File: src/rtl/cvw_pkg.sv
// cvw_pkg: shared types and constants for the corner vertex welder
// payload structs for the input and result transfers, hash constants
// no dependencies
package cvw_pkg;

    localparam logic [63:0] FNV_BASIS = 64'hCBF29CE484222325;
    localparam logic [63:0] FNV_PRIME = 64'h00000100000001B3;
    localparam int unsigned SCALE_W = 21;
    localparam int unsigned ID_W = 12;

    typedef struct packed {
        logic               new_set;
        logic signed [31:0] pos_x;
        logic signed [31:0] pos_y;
        logic signed [31:0] pos_z;
    } point_t;

    typedef struct packed {
        logic [11:0] vertex_id;
        logic        inserted;
        logic        overflow;
    } result_t;

endpackage

File: src/rtl/cvw_hash.sv
// cvw_hash: quantises three coordinates and folds them into an fnv-1a 64-bit hash
// one coordinate at a time, the prime multiply split into 32x32 partial products over cycles
// depends on cvw_pkg
module cvw_hash #(
    parameter int unsigned FRAC_BITS = 16
) (
    input  logic                           clk,
    input  logic                           rst_n,
    input  logic                           start,
    input  logic [95:0]                    coords,
    input  logic [cvw_pkg::SCALE_W-1:0]    weld_scale,
    output logic                           done,
    output logic [63:0]                    hash
);

    typedef enum logic [2:0] {
        S_IDLE,
        S_QMUL,
        S_QRND,
        S_PLO,
        S_PHI,
        S_PSUM
    } state_t;

    state_t        state_reg;
    logic [1:0]    idx_reg;
    logic [63:0]   h_reg;
    logic [95:0]   coords_reg;
    logic          neg_reg;
    logic [52:0]   prod_reg;
    logic [63:0]   x_reg;
    logic [63:0]   plo_reg;
    logic [31:0]   phi_reg;
    logic          done_reg;

    logic [31:0]   cur;
    logic          cur_neg;
    logic [31:0]   cur_mag;
    logic [52:0]   rnd;
    logic [63:0]   q;

    assign cur     = coords_reg[95 - 32*idx_reg -: 32];
    assign cur_neg = cur[31];
    assign cur_mag = cur_neg ? (~cur + 32'd1) : cur;

    always_comb
    begin
        if (FRAC_BITS == 0)
            rnd = prod_reg;
        else
            rnd = (prod_reg + (53'd1 << (FRAC_BITS - 1))) >> FRAC_BITS;
        q = neg_reg ? (~{11'd0, rnd} + 64'd1) : {11'd0, rnd};
    end

    always_ff @(posedge clk or negedge rst_n)
    begin
        if (!rst_n)
        begin
            state_reg <= S_IDLE;
            done_reg  <= 1'b0;
            idx_reg   <= 2'd0;
        end
        else
        begin
            done_reg <= 1'b0;
            unique case (state_reg)
                S_IDLE:
                begin
                    if (start)
                    begin
                        coords_reg <= coords;
                        h_reg      <= cvw_pkg::FNV_BASIS;
                        idx_reg    <= 2'd0;
                        state_reg  <= S_QMUL;
                    end
                end
                S_QMUL:
                begin
                    neg_reg   <= cur_neg;
                    prod_reg  <= 53'(cur_mag) * 53'(weld_scale);
                    state_reg <= S_QRND;
                end
                S_QRND:
                begin
                    x_reg     <= h_reg ^ q;
                    state_reg <= S_PLO;
                end
                S_PLO:
                begin
                    // prime is {0x100, 0x1b3}: low x low, then cross terms
                    plo_reg   <= x_reg[31:0] * cvw_pkg::FNV_PRIME[31:0];
                    state_reg <= S_PHI;
                end
                S_PHI:
                begin
                    phi_reg   <= 32'(x_reg[63:32] * cvw_pkg::FNV_PRIME[31:0])
                               + 32'(x_reg[31:0] * cvw_pkg::FNV_PRIME[63:32]);
                    state_reg <= S_PSUM;
                end
                S_PSUM:
                begin
                    h_reg <= plo_reg + {phi_reg, 32'd0};
                    if (idx_reg == 2'd2)
                    begin
                        done_reg  <= 1'b1;
                        state_reg <= S_IDLE;
                    end
                    else
                    begin
                        idx_reg   <= idx_reg + 2'd1;
                        state_reg <= S_QMUL;
                    end
                end
                default:
                    state_reg <= S_IDLE;
            endcase
        end
    end

    assign done = done_reg;
    assign hash = h_reg;

endmodule

File: config.mk
export PLATFORM = sky130hd
export DESIGN_NAME = cvw_hash
export DESIGN_NICKNAME = d
export VERILOG_FILES = /design/src/rtl/cvw_pkg.sv /design/src/rtl/cvw_hash.sv
export SDC_FILE = /design/constraint.sdc
export NUM_CORES = 2
export LEC_CHECK = 0
export ABC_AREA = 1
export BUFFER_PORTS_ARGS = -buffer_cell sky130_fd_sc_hd__buf_2
export CAP_MARGIN = 10
export CELL_PAD_IN_SITES_DETAIL_PLACEMENT = 2
export CELL_PAD_IN_SITES_GLOBAL_PLACEMENT = 2
export CORE_UTILIZATION = 41
export CTS_CLUSTER_SIZE = 20
export DETAILED_ROUTE_END_ITERATION = 16
export GPL_ROUTABILITY_DRIVEN = 1
export GPL_TIMING_DRIVEN = 0
export PLACE_DENSITY_LB_ADDON = 0.1
export REMOVE_ABC_BUFFERS = 1
export SYNTH_ARGS = -nofsm -noshare
export SYNTH_HDL_FRONTEND = slang
export SYNTH_SLANG_ARGS = --single-unit
File: constraint.sdc
create_clock -name clk -period 10.9 [get_ports clk]
set_clock_uncertainty 0.1 [all_clocks]
set_input_delay 2.18 -clock clk [delete_from_list [all_inputs] [get_ports clk]]
set_output_delay 2.18 -clock clk [all_outputs]
set_load 0.1 [all_outputs]
Word level (Yosys, flattened, before mapping):

Cells that the tools add are included.

* flip-flop bits (word level): 357
* bits of input ports: 120
* logic and storage cells: 53

* add/subtract/negate cells: 7
* multiply operators: 3
* eq/ne operators: 8
* shift-type cells: 1
* multiplexer cells: 12
* bitwise logic cells: 3
* reductions and logical operators: 9

Operators with widths (count)
* two-way mux 64 bit: 2
* one-hot mux 64 bit (2 select lines): 1
* variable part select 127 x 33 -> 32 bit: 1
* adder 41 x 64 -> 64 bit: 1
* adder 64 x 1 -> 64 bit, second input constant: 1
* inverter 37 -> 64 bit: 1
* bitwise XOR 64 bit: 1
* adder 53 x 16 -> 53 bit, second input constant: 1
* multiplier 32 x 21 -> 53 bit: 1
* multiplier 32 x 9 -> 41 bit, second input constant: 1
* adder 32 x 1 -> 32 bit, second input constant: 1
* adder 32 bit: 1
* multiplier 32 x 9 -> 32 bit, second input constant: 1
* two-way mux 32 bit: 1
* inverter 32 bit: 1
* one-hot mux 3 bit (6 select lines): 1
* AND reduction 3 bit: 3
* AND reduction 2 bit: 4
* subtractor 7 x 7 -> 8 bit, first input constant: 1
* == test 3 x 2 -> 1 bit, second input constant: 2
* == test 3 bit, second input constant: 2
* two-way mux 2 bit: 2
* inequality test 2 bit, second input constant: 2
* one-hot mux 2 bit (2 select lines): 1
* 7 further kinds: 9

Logic depth before layout (Yosys ltp):

* depth in word-level cells: 6
* depth in mapped cells: 50
* depth with buffers taken out: 45

Worst setup path before layout:

OpenSTA, ideal clock, no wires.

* path type: register to register
* start: register idx_reg[0]
* end: register prod_reg[44] (data pin)
* data arrival time: 8315 ps
* required time: 10548 ps
* setup slack: 2233 ps
* stages on the path, launching flop included: 48
* period minus slack after synthesis: 8667 ps
* path through: dfrtp_1 -> buf_4 -> inv_2 -> buf_6 -> buf_6 -> buf_6 -> buf_4 -> ha_1 -> inv_2 -> nand2_1 -> nor2_1 -> nor2_2 -> clkinv_2 -> nand3_2 -> nor2_2 -> nand2_2 -> nor2_4 -> nand2_2 -> [12 not listed] -> fa_1 -> fa_1 -> fa_1 -> inv_1 -> fa_1 -> inv_1 -> ha_1 -> nand2_1 -> nor2_1 -> inv_1 -> nor2_1 -> nand2_1 -> o21ai_0 -> nand2_1 -> nand2_1 -> nand3_1 -> nand3_1 -> nand2_1

* word-level cells in the longest chain between the ends: 6

Ends and longest elaborated chain
* start: declaration: RTL line cvw_hash.sv:26 `logic [1:0] idx_reg;`
* start signal: assignment: RTL line cvw_hash.sv:110 `idx_reg <= idx_reg + 2'd1;`
* subtractor 7 x 7 -> 8 bit *: RTL line cvw_hash.sv:42 `assign cur = coords_reg[95 - 32*idx_reg -: 32];`
* variable part select 127 x 33 -> 32 bit *: RTL line cvw_hash.sv:42
* inverter 32 bit: RTL line cvw_hash.sv:44 `assign cur_mag = cur_neg ? (~cur + 32'd1) : cur;`
* adder 32 x 1 -> 32 bit: RTL line cvw_hash.sv:44
* two-way mux 32 bit *: RTL line cvw_hash.sv:44
* multiplier 32 x 21 -> 53 bit *: RTL line cvw_hash.sv:80 `prod_reg <= 53'(cur_mag) * 53'(weld_scale);`
* end signal: assignment: RTL line cvw_hash.sv:80
* end: declaration: RTL line cvw_hash.sv:30 `logic [52:0] prod_reg;`

Every way passes the cells marked *; elsewhere a longest branch is shown, timed or not.
A chain may end at the register's enable or synchronous reset.

Worst setup path in the final report:

* start: register idx_reg[0]
* end: register prod_reg[41] (data pin)

The elaborated chain is that of the path after synthesis.

==> results.sh <==
export IMPL_syn2layout_area_growth_pct=9.09
export IMPL_antenna_found_initial=6
export IMPL_slew_viol_final=0
export IMPL_crit_reg2reg_capture="prod_reg[41]"
export IMPL_dieArea_mm2=0.120
export IMPL_core_mm2=0.117
export IMPL_cts_htree_levels=2
export IMPL_rsz0062_at_grt="no"
export IMPL_synth_edf_count=336
export IMPL_synth_ff_type="edfxtp_1"
export IMPL_layout_min_cycle_time_ns=10.44
export IMPL_post_drt_via_cell_ratio=5.34
export IMPL_num_rows=125
export IMPL_dp_hpwl_um=152000
export IMPL_final_core_util_pct=45.3
export IMPL_cp_common_cell="fa_1"
export IMPL_drt_wl_total_um=182000
export IMPL_period_share_pct=95.8
export IMPL_first_pass_iters=7
export IMPL_hold_path_class="register to register"
export IMPL_worstPathMaxFanout=65
export IMPL_final_antenna_net_count=0
export IMPL_clock_sinks=342
export IMPL_grt_pass1_wl_um=279000
export IMPL_fp_dieH_um=346
export IMPL_wl_met1_um=73400
export IMPL_avgSynthCellArea_um2=8.80
export IMPL_ios=185
export IMPL_min_path_cells=1
export IMPL_largest_register_ffs=96
export IMPL_routed_top_layer="met5"
export IMPL_start_kind="register"
export IMPL_die_x_um=346
export IMPL_netlist_area_mm2=0.0485
export IMPL_wl_met3_um=6630
export IMPL_slew_headroom_pct=11.2
export IMPL_wl_met2_um=93600
export IMPL_setup_violations=0
export IMPL_async_flop_share_pct=1.75
export IMPL_design_area_mm2=0.0529
export IMPL_end_kind="register"
export IMPL_track_usage_pct=31.0
export IMPL_drive_gt1_share_pct=7.86
export IMPL_r2r_cells=36
export IMPL_r2r_start="idx_reg[0]"
export IMPL_vias=38504
export IMPL_worstMarginPinSlew_ns=1.33
export IMPL_max_cap_violations=0
export IMPL_clk_latency_ns=0.65
export IMPL_cp_required_ns=11.19
export IMPL_route_detailed_drc=0
export IMPL_ys_ff_latch=342
export IMPL_ys_warnings_count=0
export IMPL_finalNetCount=6910
export IMPL_ys_types=62
export IMPL_wire_per_inst_um=25.2
export IMPL_start_util_pct=41.5
export IMPL_cts_made_buffers=44
export IMPL_ys_seq_area_share_pct=21.1
export IMPL_reg2reg_slack_ns=0.46
export IMPL_crit_arrival_ns=10.73
export IMPL_cts_tree="built"
export IMPL_port_buffers=184
export IMPL_dpl_instance_area_mm2=0.0511
export IMPL_clkTransAtPathRegs_ns=0.06
export IMPL_clockRootBuffer="clkbuf_16"
export IMPL_worstHoldEndpoint="hash[17]"
export IMPL_hold_slack_ns=0.404
export IMPL_grt_pass1_vias=45474
export IMPL_gp_congestion=0.912
export IMPL_clk_path_buf_depth=3
export IMPL_drt_iter0_markers=1880
export IMPL_critPathMaxStageDelay_ns=0.62
export IMPL_grt_max_degree=66
export IMPL_grt_overflow=0
export IMPL_synthCells=5516
export IMPL_timing_fmax_mhz=95.8
export IMPL_criticalPathCategory="register to register"
export IMPL_hold_violations=0
export IMPL_cpMaxStageDelayCell="fa_1"
export IMPL_status="complete, no violations"
export IMPL_worstHoldStart="plo_reg[17]"
-- how the worst max path moves through the flow --
stage	start	endpoint	slack (ns)	cells past startpoint
after floorplan	idx_reg[0]	prod_reg[41]	-0.15	29
after global placement	idx_reg[0]	prod_reg[41]	-5.33	29
after detailed placement	idx_reg[0]	prod_reg[41]	-2.66	37
after CTS	idx_reg[0]	prod_reg[50]	0.02	40
after global routing	idx_reg[0]	prod_reg[50]	0.02	39
final	idx_reg[0]	prod_reg[41]	0.46	36
-- worst max-delay path: cells and delay by family (launching register included) --
kind            cells  cell delay, ns
fa+ha+maj           9            4.28
simple gates       13            2.32
buf+inv             8            1.42
xor+xnor            1            0.17
flops               1            0.61
compound gates      5            1.27
-- what timing repair did --
item                       CTS  global route
gates resized for setup     32            26
setup buffers               24             5
hold buffers                 0             0
setup endpoints to repair   38            27
pin swaps                    1             1
gates cloned                 0             0
-- final cells by class --
class                           count  area (µm²)
Antenna cell                        1        2.50
Clock buffer                       56        1150
Clock inverter                     23         183
Fill cell                       12804       63900
Inverter                         1298        4950
Multi-Input combinational cell   3731       32900
Sequential cell                   342       10200
Tap cell                         1524        1910
Timing Repair Buffer              236        1610
-- cells in the mapped netlist (10+ instances only) --
cell,instances,share of area (%)
xnor2_1,57,1.0
or2_2,22,0.28
a21o_1,16,0.25
nor2_1,639,4.9
nor4_1,16,0.21
a31oi_1,31,0.40
o21ai_0,121,1.2
o21a_1,16,0.25
xor2_1,152,2.7
edfxtp_1,336,21
buf_6,14,0.32
ha_1,336,8.7
nand3b_1,22,0.34
a311oi_1,10,0.18
nand4_1,43,0.55
inv_2,20,0.15
clkbuf_1,86,0.67
nor3_1,38,0.39
nand3_1,150,1.5
fa_1,801,33
inv_1,1269,9.8
buf_2,34,0.35
nand2_1,920,7.1
a21oi_1,218,2.2
nand2_2,21,0.27
nor2_2,29,0.37
-- layout by cell type, fill, tap and decap left out, types with 10 or more instances in the layout --
cell / count
o21ai_0: 120
nand2_1: 905
nand3b_1: 22
nand3_1: 150
o21a_1: 16
clkbuf_16: 44
inv_1: 1261
a311oi_1: 10
nor2_2: 28
a21o_1: 16
ha_1: 334
nand2_2: 28
clkbuf_1: 12
fa_1: 801
buf_4: 29
nor2_1: 633
xor2_1: 152
clkinv_1: 14
buf_2: 184
edfxtp_1: 336
clkinvlp_4: 12
a21oi_1: 218
nor4_1: 16
inv_2: 16
nand4_1: 43
nor3_1: 37
or2_2: 22
xnor2_1: 57
a31oi_1: 31
-- per-layer routing --
layer / track usage, % / up-vias
li1: - / 17045
met1: 37.5 / 20302
met2: 56.3 / 883
met3: 2.95 / 272
met4: 12.4 / 2
met5: 0 / -
-- kinds of logic after synthesis --
group	Yosys count	synth area share [%]
buffers and inverters	1443	11.5
adders and majority gates	1137	41.7
AOI/OAI and AO/OA	452	5.22
and+or+nand+nor	1930	16.6
xor gates and xnor gates	212	3.90
DFF	342	21.1
-- per-stage QoR --
| step | TNS, ns | cells | setup slack (ns) |
|---|---|---|---|
| finish | 0 | 7211 | 0.458 |
| detailed placement | -84.71 | 7098 | -2.66 |
| floorplan | -0.295 | 5371 | -0.149 |
| global placement | -237.97 | 7079 | -5.33 |
| global route | 0 | 7210 | 0.0184 |
| CTS | 0 | 7201 | 0.0166 |
Power is not shown: default switching activity piles up to over one toggle a cycle in this logic, so the estimate is an artifact.
